### src/sv/wwmv_pkg.sv
`timescale 1ns / 1ps
// shared types and constants for the weighted window mean and variance block
// no dependencies

package wwmv_pkg;

  // default sizing of the sample ring
  localparam int DEF_MAX_WINDOW  = 64;
  localparam int DEF_SAMPLE_BITS = 24;

  // field widths
  localparam int SAMPLE_W   = 24;
  localparam int WLEN_W     = 7;
  localparam int WEIGHT_W   = 17;
  localparam int CFG_IDX_W  = 2;
  localparam int CFG_DATA_W = 17;
  localparam int MEAN_W     = 40;
  localparam int SQM_W      = 56;
  localparam int OUT_MEAN_W = 32;
  localparam int OUT_VAR_W  = 48;

  // Q1.16 unity and register reset values
  localparam logic [WEIGHT_W-1:0] ONE_Q16      = 17'h10000;
  localparam logic [WLEN_W-1:0]   WLEN_RESET   = 7'd16;
  localparam logic [WEIGHT_W-1:0] WEIGHT_RESET = 17'h10000;
  localparam logic [WEIGHT_W-1:0] NORM_RESET   = 17'd4096;

  typedef enum logic [CFG_IDX_W-1:0] {
    CFG_WINDOW_LEN = 2'd0,
    CFG_WEIGHT     = 2'd1,
    CFG_WEIGHT_POW = 2'd2,
    CFG_NORM_SCALE = 2'd3
  } cfg_index_t;

  // multiplier operations, each with fixed operands and destination
  typedef enum logic [3:0] {
    MUL_NONE,
    MUL_O_KN,
    MUL_O_O,
    MUL_X_X,
    MUL_MLO_K,
    MUL_MHI_K,
    MUL_OOLO_KN,
    MUL_OOHI_KN,
    MUL_D1LO_S,
    MUL_D1HI_S,
    MUL_M2LO_K,
    MUL_M2HI_K,
    MUL_D2LO_S,
    MUL_D2HI_S,
    MUL_MEAN_SQ
  } mul_op_t;

  typedef enum logic [4:0] {
    ST_INIT,
    ST_IDLE,
    ST_LOAD,
    ST_AGED,
    ST_OSQ,
    ST_XSQ,
    ST_KM_LO,
    ST_KM_HI,
    ST_A2_LO,
    ST_A2_HI,
    ST_DS_LO,
    ST_DS_HI,
    ST_KM2_LO,
    ST_KM2_HI,
    ST_DS2_LO,
    ST_DS2_HI,
    ST_MSQ,
    ST_SQM,
    ST_OUT,
    ST_CLEAR,
    ST_CLR_SWEEP
  } state_t;

  typedef struct packed {
    logic    in_ready;
    logic    ld_o;
    logic    diff1;
    logic    diff2;
    logic    upd_mean;
    logic    upd_sqm;
    logic    out_load;
    logic    clr_stats;
    logic    sweep;
    mul_op_t mul_op;
  } cmd_t;

  typedef struct packed {
    logic in_valid;
    logic in_mode;
    logic sweep_last;
    logic out_free;
  } status_t;

endpackage

### src/sv/wwmv_ctrl.sv
`timescale 1ns / 1ps
// sequencer for one sample update, clear handling and ring sweeps
// depends on wwmv_pkg

module wwmv_ctrl (
  input  logic              clk,
  input  logic              rst,
  input  wwmv_pkg::status_t status,
  output wwmv_pkg::cmd_t    cmd
);
  import wwmv_pkg::*;

  state_t state;
  state_t state_next;

  always_ff @(posedge clk) begin
    if (rst) begin
      state <= ST_INIT;
    end else begin
      state <= state_next;
    end
  end

  always_comb begin
    state_next = state;
    unique case (state)
      ST_INIT:      if (status.sweep_last) state_next = ST_IDLE;
      ST_IDLE: begin
        if (status.in_valid) begin
          state_next = status.in_mode ? ST_CLEAR : ST_LOAD;
        end
      end
      ST_LOAD:      state_next = ST_AGED;
      ST_AGED:      state_next = ST_OSQ;
      ST_OSQ:       state_next = ST_XSQ;
      ST_XSQ:       state_next = ST_KM_LO;
      ST_KM_LO:     state_next = ST_KM_HI;
      ST_KM_HI:     state_next = ST_A2_LO;
      ST_A2_LO:     state_next = ST_A2_HI;
      ST_A2_HI:     state_next = ST_DS_LO;
      ST_DS_LO:     state_next = ST_DS_HI;
      ST_DS_HI:     state_next = ST_KM2_LO;
      ST_KM2_LO:    state_next = ST_KM2_HI;
      ST_KM2_HI:    state_next = ST_DS2_LO;
      ST_DS2_LO:    state_next = ST_DS2_HI;
      ST_DS2_HI:    state_next = ST_MSQ;
      ST_MSQ:       state_next = ST_SQM;
      ST_SQM:       state_next = ST_OUT;
      ST_OUT:       if (status.out_free) state_next = ST_IDLE;
      ST_CLEAR:     state_next = ST_CLR_SWEEP;
      ST_CLR_SWEEP: if (status.sweep_last) state_next = ST_OUT;
      default:      state_next = ST_IDLE;
    endcase
  end

  always_comb begin
    cmd        = '0;
    cmd.mul_op = MUL_NONE;
    unique case (state)
      ST_INIT:      cmd.sweep = 1'b1;
      ST_IDLE:      cmd.in_ready = 1'b1;
      ST_LOAD:      cmd.ld_o = 1'b1;
      ST_AGED:      cmd.mul_op = MUL_O_KN;
      ST_OSQ:       cmd.mul_op = MUL_O_O;
      ST_XSQ: begin
        cmd.mul_op = MUL_X_X;
        cmd.diff1  = 1'b1;
      end
      ST_KM_LO:     cmd.mul_op = MUL_MLO_K;
      ST_KM_HI:     cmd.mul_op = MUL_MHI_K;
      ST_A2_LO:     cmd.mul_op = MUL_OOLO_KN;
      ST_A2_HI:     cmd.mul_op = MUL_OOHI_KN;
      ST_DS_LO:     cmd.mul_op = MUL_D1LO_S;
      ST_DS_HI: begin
        cmd.mul_op = MUL_D1HI_S;
        cmd.diff2  = 1'b1;
      end
      ST_KM2_LO:    cmd.mul_op = MUL_M2LO_K;
      ST_KM2_HI: begin
        cmd.mul_op   = MUL_M2HI_K;
        cmd.upd_mean = 1'b1;
      end
      ST_DS2_LO:    cmd.mul_op = MUL_D2LO_S;
      ST_DS2_HI:    cmd.mul_op = MUL_D2HI_S;
      ST_MSQ:       cmd.mul_op = MUL_MEAN_SQ;
      ST_SQM:       cmd.upd_sqm = 1'b1;
      ST_OUT:       cmd.out_load = status.out_free;
      ST_CLEAR:     cmd.clr_stats = 1'b1;
      ST_CLR_SWEEP: cmd.sweep = 1'b1;
      default:      cmd.in_ready = 1'b0;
    endcase
  end

endmodule

### config.mk
export PLATFORM = sky130hd
export DESIGN_NAME = wwmv_ctrl
export DESIGN_NICKNAME = d
export VERILOG_FILES = /design/src/sv/wwmv_pkg.sv /design/src/sv/wwmv_ctrl.sv
export SDC_FILE = /design/constraint.sdc
export NUM_CORES = 1
export LEC_CHECK = 0
export ABC_CLOCK_PERIOD_IN_PS = 2100
export BUFFER_PORTS_ARGS = -buffer_cell sky130_fd_sc_hd__buf_2
export CAP_MARGIN = 40
export CORE_AREA = 2 2 39 41
export DETAILED_ROUTE_END_ITERATION = 12
export DIE_AREA = 0 0 41 43
export GPL_TIMING_DRIVEN = 1
export PLACE_DENSITY = 0.67
export SLEW_MARGIN = 10
export SYNTH_ARGS = -nofsm -noshare
export SYNTH_HDL_FRONTEND = slang
export SYNTH_SLANG_ARGS = --single-unit
### constraint.sdc
create_clock -name clk -period 2.1 [get_ports clk]
set_input_delay 0.315 -clock clk [delete_from_list [all_inputs] [get_ports clk]]
set_output_delay 0.315 -clock clk [all_outputs]
set_load 0.02 [all_outputs]
==> results.tsv, run 1 <==
stage	metric	value	unit
run_status	outcome	finished, final reports clean	
floorplanning	dieArea	1763	sq um
setup_path	critPathArrivalTime	1.59	ns
floorplanning	start_util	38.61	%
logic_synthesis	synth_top_area_share	18.74	%
timing	min_period_over_period	90.56	%
floorplanning	core-area	1384	sq um
clocking	cts_tree	built	
setup_path	crit_type	reg -> out	
timing	period_minus_slack	1.902	ns
flow_run	maxCapViolCount	0	
global_routing	overflow	0	
detailed_routing	firstDrtPassIters	5	
layout	drive_gt1_share	26.32	%
power_and_ir_drop	cellPowerDensity	501.0	nW/um^2
clocking	htreeDepth	1	
min_path	min_from	rst	
layout	area_growth	20.14	%
detailed_routing	drc	0	
min_path	holdCritPathClass	in -> reg	
detailed_routing	viasPerCell	5.568	
clocking	clk_path_buf_depth	2	
detailed_routing	wl_per_cell	12.39	um
logic_synthesis	synthTopCellsByCount	10 x nor3_1, 9 x nor2_1, 8 x nand2_1, 5 x buf_2, 5 x dfxtp_1	
timing	slew_violations	0	
logic_synthesis	synth_area_leader_cell	dfxtp_1	
power_and_ir_drop	pwr-share-comb	28.5	%
setup_path	r2r_setup_slack	0.40	ns
logic_synthesis	yosysMostFrequentCell	nor3_1	
logic_synthesis	synthCells	80	
logic_synthesis	ys_top_cells_by_area	dfxtp_1 19%, nor3_1 9.4%, nor2_1 6.3%, nand2_1 5.6%, buf_2 4.7%	
power_and_ir_drop	leakagePower	0.2906	nW
floorplanning	rows	14	
layout	nets	102	
layout	top_regs	state (5)	
power_and_ir_drop	p_seq_share	36.2	%
clocking	cts_hold_buf	0	
setup_path	cp_max_fo	14	
logic_synthesis	ys.flop_type	dfxtp_1	
setup_path	critPathSlowestCell	dfxtp_1	
setup_path	crit_top_cell	nand2_1	
setup_path	critical_path_buf_inv_count	1	
detailed_routing	ant_nets	0	
timing	rsz0062_at_grt	false	
detailed_routing	drt-initial-drc-count	11	
power_and_ir_drop	vdd_drop_max	0.0003198	V
layout	largest_register	state	
global_routing	grt_antenna_before_repair	0	
timing	holdWs	0.2898	ns
logic_synthesis	synth_cell_types	34	
setup_path	worst_setup_path_start_kind	register	
timing	fin_skew	0.0006429	ns
timing	tightest_slew	0.6477	ns
global_routing	grt_max_degree	21	
clocking	clock-sinks	5	
setup_path	r2r-start	state[2]	
clocking	cts_made_buffers	3	
logic_synthesis	synth_nets	86	
logic_synthesis	synth-async-reset-ratio	0	%
logic_synthesis	synth_edf_count	0	
logic_synthesis	synth_warnings	0	
setup_path	crit_family	flip-flops	
global_routing	grt_pass1_wl	2111	um
timing	hold_viol	0	
layout	fill_cells	156	
setup_path	required	1.78	ns
min_path	holdPathStages	2	
logic_synthesis	seq_area_frac_synth	18.74	%
setup_path	crit_cells	5	
floorplanning	die_h	43	um
logic_synthesis	syn_area_per_cell	6.678	sq um
power_and_ir_drop	pwr-share-clk	35.3	%
clocking	post_cts_resized	0	
setup_path	path_cells	and2b_1 > mux2_2 > nand2_1 > nand2_1 > buf_2	
clocking	clkTransAtPathRegs	0.04	ns
global_routing	grt_pass1_vias	501	
logic_synthesis	ys_seq_elements	5	
global_routing	grt_use_total	16.97	%
floorplanning	pin_count	19	
logic_synthesis	synth.cell_area	534.3	sq um
clocking	post-cts-setup-buffer-count	0	
layout	fin_area	641.9	sq um
clocking	clock-root-buffer	clkbuf_4	
setup_path	setup.worst_path.end_class	primary output	
placement	io_buffers	18	
placement	placed_area	615.6	sq um
setup_path	max_stage_delay	0.55	ns
layout	largest_reg_flops	5	
power_and_ir_drop	p_int	0.2116	mW
timing	fmax	0.5258	GHz
power_and_ir_drop	p_switching	0.1099	mW
power_and_ir_drop	p_sw_share	34.18	%
timing	tns	0	ns
setup_path	rr_worst_depth	4	
placement	place_congestion	0.8021	
detailed_routing	wirelength	1375	um
timing	setup_viol	0	
floorplanning	die_w	41	um
setup_path	cp-startpoint	state[0]	
detailed_routing	via_count	618	
clocking	clock_latency	0.24	ns
timing	relSlewSlack	56.76	%
layout	diodes	0	
placement	dp_hpwl	970	um
## layout make-up
| cell class | instances | area [sq um] | share of cell area [%] |
|---|---|---|---|
| Timing Repair Buffer | 19 | 97.59 | 15.20 |
| Tap cell | 16 | 20.02 | 3.119 |
| Sequential cell | 5 | 100.1 | 15.59 |
| Multi-Input combinational cell | 65 | 390.4 | 60.82 |
| Clock buffer | 4 | 26.28 | 4.094 |
| Inverter | 2 | 7.507 | 1.170 |
## per-stage QoR
step	utilization, %	total power, mW	std cells	setup slack, ns
after CTS	46.38	0.3241	111	0.1793
after detailed placement	44.48	0.2091	107	0.4146
after floorplan	-	0.1856	80	0.4322
final	46.38	0.3216	111	0.1983
after global routing	46.38	0.3402	111	0.07026
after global placement	44.48	0.2085	107	0.4347
## path summary, 6_finish.rpt
| path | to |
|---|---|
| max | cmd[2] |
| min | state[4] |
| max reg2reg | state[1] |
| min reg2reg | state[3] |
## metal layers
| layer | vias to the layer above | track usage (%) | routed length (um) |
|---|---|---|---|
| met5 | - | 0 | 0 |
| met4 | 0 | 2.000 | 6 |
| met3 | 2 | 6.283 | 58 |
| met2 | 18 | 25.00 | 667 |
| met1 | 282 | 23.79 | 643 |
| li1 | 316 | - | - |
## kinds of logic (layout without fill, tap and decap cells)
logic type      count (synthesis)  after routing  synth area share (%)
compound gates                 15             15                 18.74
buf+inv                        10             25                 8.196
flops                           5              5                 18.74
simple gates                   45             45                 45.20
mux                             2              2                 4.215
xor+xnor                        3              3                 4.919
## worst register-to-register path: stages, from the launching register on
cell	delay [ns]
dfxtp_1	0.73
xor2_1	0.17
or4_4	0.45
a31oi_1	0.17
nor3_1	0.06
## power by group through the flow
stage               logic, mW  clock network, mW  registers (mW)
floorplan              0.0807                  0           0.105
global placement       0.0909                  0           0.118
detailed placement     0.0910                  0           0.118
CTS                    0.0915              0.116           0.116
global route           0.0990              0.123           0.119
finish                 0.0918              0.113           0.116
## placed cells by master (no fill, tap or decap), types with 2 or more instances in the layout
cell      netlist  layout
nor2_1          9       9
inv_1           2       2
nand2_1         8       8
nand2b_1        4       4
nor3_1         10      10
xor2_1          2       2
mux2_2          2       2
dfxtp_1         5       5
nor4_1          3       3
a211oi_1        2       2
clkbuf_4        0       3
buf_2           5      18
a21oi_1         4       4
No activity file was read; power rests on OpenSTA's default activity.
==> run 2, diff against run 1 <==
Settings changed: RECOVER_POWER set to 50.
==> run 2 against run 1 <==
  * Flip-flop and latch count did not move
  * First-iteration DRC count fell by 9.1%
  * Sequential power hardly changed
  * Critical path depth stayed put
  * Final cell count stayed put
  * Combinational power decreased by 3.5%
  * Clock-buffer cell count did not move
  * Final area shrank 1.8%
  * Sequential share of layout area is 0.28 points higher
  * Critical endpoint unchanged
  * Largest cell class unchanged
==> results.tsv, run 2 (synthesis results as in run 1) <==
stage	metric	value	unit	change
global_routing	grt_use_total	16.97	%	unchanged
placement	placed_area	615.6	sq um	unchanged
layout	fill_cells	159		+1.9%
min_path	min_from	rst		
layout	fin_util	45.57	%	-0.81 points
setup_path	r2r_setup_slack	0.40	ns	about the same
clocking	clock-root-buffer	clkbuf_4		
timing	period_minus_slack	1.907	ns	+0.005263 ns
layout	area_growth	18.03	%	
setup_path	timing.rr.end	state[1]		
layout	nets	102		unchanged
power_and_ir_drop	leakagePower	0.2724	nW	-6.3%
layout	largest_register	state		
min_path	min_to	state[4]		
placement	place_congestion	0.8021		unchanged
global_routing	grt_antenna_before_repair	0		unchanged
flow_run	maxCapViolCount	0		unchanged
detailed_routing	via_count	613		-0.81%
power_and_ir_drop	finalPower	0.3181	mW	-1.1%
setup_path	crit_type	reg -> out		
floorplanning	pin_count	19		unchanged
timing	fmax	0.5244	GHz	-0.28%
timing	rsz0062_at_grt	false		
floorplanning	die_h	43	um	unchanged
timing	relSlewSlack	56.66	%	-0.099 points
global_routing	grt_pass1_vias	501		unchanged
setup_path	critPathArrivalTime	1.59	ns	about the same
layout	layout_common_cells	15 x buf_2, 10 x nor3_1, 9 x nor2_1		
floorplanning	core-area	1384	sq um	unchanged
floorplanning	dieArea	1763	sq um	unchanged
layout	fin_area	630.6	sq um	-1.8%
detailed_routing	drt-initial-drc-count	10		-1
detailed_routing	firstDrtPassIters	3		-2
layout	drive_gt1_share	21.05	%	-5.3 points
clocking	post-cts-setup-buffer-count	0		unchanged
setup_path	setup.worst_path.end_class	primary output		
clocking	cts_hold_buf	0		unchanged
min_path	holdCritPathClass	in -> reg		
timing	fin_skew	0.0007858	ns	+0.0001430 ns
global_routing	overflow	0		unchanged
clocking	htreeDepth	1		unchanged
clocking	clk_path_buf_depth	2		unchanged
run_status	outcome	finished, final reports clean		
clocking	cts_made_buffers	3		unchanged
setup_path	cp_max_fo	14		unchanged
placement	io_buffers	18		unchanged
timing	holdWs	0.2882	ns	-0.001591 ns
layout	diodes	0		unchanged
timing	tns	0	ns	unchanged
layout	multi_input_area	386.6	sq um	-0.96%
detailed_routing	viasPerCell	5.523		-0.81%
setup_path	worst_setup_path_start_kind	register		
placement	dp_hpwl	970	um	unchanged
detailed_routing	wirelength	1359	um	-1.2%
timing	hold_viol	0		unchanged
detailed_routing	ant_nets	0		unchanged
layout	final_common_cell	buf_2		
floorplanning	rows	14		unchanged
layout	largest_reg_flops	5		unchanged
setup_path	r2r-start	state[2]		
layout	final-seq-area	100.1	sq um	unchanged
power_and_ir_drop	cellPowerDensity	504.5	nW/um^2	+0.70%
detailed_routing	wl_per_cell	12.24	um	-1.2%
floorplanning	die_w	41	um	unchanged
power_and_ir_drop	vdd_drop_max	0.0003187	V	-0.37%
global_routing	grt_max_degree	21		unchanged
timing	min_period_over_period	90.81	%	+0.25 points
clocking	clock_latency	0.24	ns	about the same
clocking	clock-sinks	5		unchanged
setup_path	required	1.78	ns	about the same
setup_path	rr_worst_depth	4		unchanged
layout	top_regs	state (5)		
detailed_routing	drc	0		unchanged
floorplanning	start_util	38.61	%	unchanged
min_path	holdPathStages	2		unchanged
timing	setup_viol	0		unchanged
timing	slew_violations	0		unchanged
clocking	post_cts_resized	0		unchanged
timing	tightest_slew	0.6492	ns	+0.001484 ns
global_routing	grt_pass1_wl	2111	um	unchanged
clocking	clkTransAtPathRegs	0.04	ns	about the same
clocking	cts_tree	built		
run 2: metrics by stage:
stage	worst slack (ns)	instances
final	0.1930	111
after global routing	0.07026	111
after CTS	0.1793	111
after detailed placement	0.4146	107
after global placement	0.4347	107
after floorplan	0.4322	80
run 2: power by group:
| group | internal (mW) | leakage (nW) | switching [mW] |
|---|---|---|---|
| registers | 0.0999 | 0.0406 | 0.0166 |
| logic | 0.0372 | 0.217 | 0.0514 |
| clock network | 0.0719 | 0.0150 | 0.0411 |
run 2: worst max-delay path, stage by stage (launching register included):
cell     delay (ns)
dfxtp_1        0.56
and2b_1        0.27
mux2_2         0.26
nand2_1        0.06
nand2_1        0.05
buf_2          0.15
run 2: how the worst max path moves through the flow:
stage,startpoint,endpoint,slack [ns],cells after the start
finish,state[0],cmd[2],0.19,5
CTS,state[0],cmd[2],0.18,5
global placement,state[3],state[1],0.43,4
floorplan,state[2],cmd[6],0.43,3
detailed placement,state[3],state[1],0.41,4
global route,state[0],cmd[2],0.07,5
run 2: cell type report:
type	instances	area share, %
Multi-Input combinational cell	65	61.31
Sequential cell	5	15.87
Timing Repair Buffer	19	14.29
Clock buffer	4	4.167
Tap cell	16	3.175
Inverter	2	1.190
run 2: routing by layer:
| metal | vias to the layer above | global-route usage, % | wire length [um] |
|---|---|---|---|
| met5 | - | 0 | 0 |
| met4 | 0 | 2.000 | 0 |
| met3 | 0 | 6.283 | 51 |
| met2 | 13 | 25.00 | 666 |
| met1 | 283 | 23.79 | 641 |
| li1 | 317 | - | - |
==> run 3, diff against run 2 <==
Settings changed: CORE_AREA 2 2 39 41 to unset, CORE_MARGIN set to 8, CORE_UTILIZATION set to 40, DIE_AREA 0 0 41 43 to unset, PLACE_DENSITY 0.67 to 0.66.
==> run 3 against run 2 <==
  * Sequential power about the same
  * Flip-flop and latch count unchanged
  * First-iteration DRC count up 110%
  * Clock-buffer cell count stayed put
  * Utilization increased by 4.2 points
  * Non-clock buffer count is the same
  * Routed wire length increased by 8.2%
  * Combinational power is 1% higher
  * Highest routed layer is now met4
  * Worst setup slack worse by 0.032 ns
  * Final area increased by 0.20%
  * Via count increased by 3.3%
  * Final cell count fell by 0.90%
==> results.tsv, run 3 (synthesis results as in run 1) <==
stage	metric	value	unit	change
run_status	outcome	finished, final reports clean		
floorplanning	die_w	52.55	um	+28%
power_and_ir_drop	p_sw_share	35.04	%	+0.75 points
detailed_routing	viasPerCell	5.755		+4.2%
clocking	post-cts-setup-buffer-count	0		unchanged
floorplanning	rows	13		-1
layout	nets	102		unchanged
timing	rsz0062_at_grt	false		
power_and_ir_drop	finalPower	0.3226	mW	+1.4%
timing	period_minus_slack	1.939	ns	+0.03227 ns
timing	worst_slack	0.1608	ns	-0.03227 ns
power_and_ir_drop	cellPowerDensity	510.5	nW/um^2	+1.2%
floorplanning	dieArea	2761	sq um	+57%
timing	setup_viol	0		unchanged
layout	largest_register	state		
layout	top_regs	state (5)		
detailed_routing	drc	0		unchanged
layout	largest_reg_flops	5		unchanged
timing	tightest_slew	0.6373	ns	-0.01187 ns
setup_path	crit_type	reg -> out		
floorplanning	pin_count	19		unchanged
power_and_ir_drop	pwr-share-clk	35.7	%	+0.2 points
timing	fmax	0.5157	GHz	-1.7%
global_routing	overflow	0		unchanged
placement	place_congestion	0.8005		-0.20%
timing	slew_violations	0		unchanged
floorplanning	core-area	1269	sq um	-8.3%
clocking	post_cts_resized	0		unchanged
timing	tns	0	ns	unchanged
layout	fill_cells	145		-8.8%
power_and_ir_drop	p_switching	0.1130	mW	+3.6%
setup_path	critPathArrivalTime	1.62	ns	+0.03 ns
timing	hold_viol	0		unchanged
setup_path	worst_setup_path_start_kind	register		
timing	min_period_over_period	92.34	%	+1.5 points
setup_path	max_stage_delay	0.58	ns	+0.02 ns
flow_run	maxCapViolCount	0		unchanged
layout	final_common_cell	buf_2		
power_and_ir_drop	vdd_drop_max	0.0002311	V	-27%
setup_path	rr_worst_depth	4		unchanged
setup_path	cp_max_fo	14		unchanged
clocking	clock_latency	0.25	ns	about the same
floorplanning	die_h	52.55	um	+22%
clocking	htreeDepth	1		unchanged
min_path	holdPathStages	2		unchanged
global_routing	grt_pass1_wl	2339	um	+11%
detailed_routing	firstDrtPassIters	4		+1
placement	place_ws	0.3967	ns	-0.01791 ns
detailed_routing	via_count	633		+3.3%
detailed_routing	ant_nets	0		unchanged
setup_path	r2r_setup_slack	0.36	ns	-0.04 ns
clocking	clock-sinks	5		unchanged
setup_path	setup.worst_path.end_class	primary output		
clocking	cts_tree	built		
setup_path	crit_top_cell	nand2_1		
power_and_ir_drop	p_seq_share	36.4	%	-0.2 points
clocking	cts_hold_buf	0		unchanged
setup_path	crit_family	flip-flops		
timing	fin_skew	0.003320	ns	+0.002534 ns
global_routing	grt_pass1_vias	548		+9.4%
setup_path	required	1.78	ns	about the same
clocking	clk_path_buf_depth	2		unchanged
placement	dp_hpwl	1055	um	+8.7%
detailed_routing	wl_per_cell	13.36	um	+9.2%
layout	area_growth	18.27	%	
clocking	clkTransAtPathRegs	0.04	ns	about the same
detailed_routing	drt-initial-drc-count	21		+11
setup_path	path_cells	and2b_1 > mux2_2 > nand2_1 > nand2_1 > buf_2		
detailed_routing	wirelength	1470	um	+8.2%
global_routing	grt_antenna_before_repair	0		unchanged
placement	io_buffers	18		unchanged
setup_path	critical_path_buf_inv_count	1		unchanged
setup_path	critPathSlowestCell	dfxtp_1		
clocking	clock-root-buffer	clkbuf_4		
clocking	cts_made_buffers	3		unchanged
global_routing	grt_use_total	10.59	%	-6.4 points
layout	diodes	0		unchanged
power_and_ir_drop	leakagePower	0.2722	nW	about the same
timing	relSlewSlack	57.45	%	+0.79 points
global_routing	grt_max_degree	21		unchanged
layout	layout_common_cells	14 x buf_2, 10 x nor3_1, 9 x nor2_1		
setup_path	crit_cells	5		unchanged
floorplanning	start_util	42.11	%	+3.5 points
power_and_ir_drop	p_int	0.2095	mW	+0.24%
layout	drive_gt1_share	21.05	%	unchanged
min_path	holdCritPathClass	in -> reg		
power_and_ir_drop	pwr-share-comb	27.9	%	about the same
-- run 3: cell counts in the layout (fill, tap and decap cells not counted) --
Identical to the previous run, type by type.
-- run 3: cell type report --
type / instances / area, sq um / area share, %
multi-input combinational: 65 / 386.6 / 61.19
timing repair buffer: 19 / 92.59 / 14.65
tap: 15 / 18.77 / 2.970
sequential: 5 / 100.1 / 15.84
inverter: 2 / 7.507 / 1.188
clock buffer: 4 / 26.28 / 4.158
-- run 3: routing by layer --
| metal | track usage (%) | routed length [um] | up-vias |
|---|---|---|---|
| met3 | 2.273 | 60 | 3 |
| li1 | - | - | 317 |
| met4 | 5.172 | 19 | 0 |
| met2 | 17.00 | 699 | 16 |
| met5 | 0 | 0 | - |
| met1 | 12.92 | 691 | 297 |
-- run 3: path summary, 6_finish.rpt --
check                 from  endpoint
setup / recovery  state[0]    cmd[2]
hold / removal         rst  state[4]
setup reg to reg  state[0]  state[1]
hold reg to reg   state[3]  state[3]
-- run 3: worst reg2reg max path: cells and delay by family (launching register included) --
family | cells | cell delay (ns)
and+or+nand+nor | 3 | 1.02
DFF | 1 | 0.43
AOI/OAI and AO/OA | 1 | 0.18
-- run 3: power by group through the flow --
stage | Clock [mW] | Combinational, mW | Sequential, mW
2_1_floorplan | 0 | 0.0807 | 0.105
3_3_place_gp | 0 | 0.0921 | 0.119
3_5_place_dp | 0 | 0.0924 | 0.119
4_1_cts | 0.112 | 0.0931 | 0.117
5_1_grt | 0.119 | 0.0999 | 0.119
6_report | 0.115 | 0.0899 | 0.117
-- run 3: through the flow --
stage,area [sq um],util [%],cells,hold slack [ns]
after global routing,631.9,49.80,110,0.3029
after global placement,614.3,48.42,106,0.5407
after detailed placement,614.3,48.42,106,0.5540
after CTS,640.6,50.49,110,0.3030
after floorplan,534.3,-,80,0.3841
final,631.9,49.80,110,0.2978
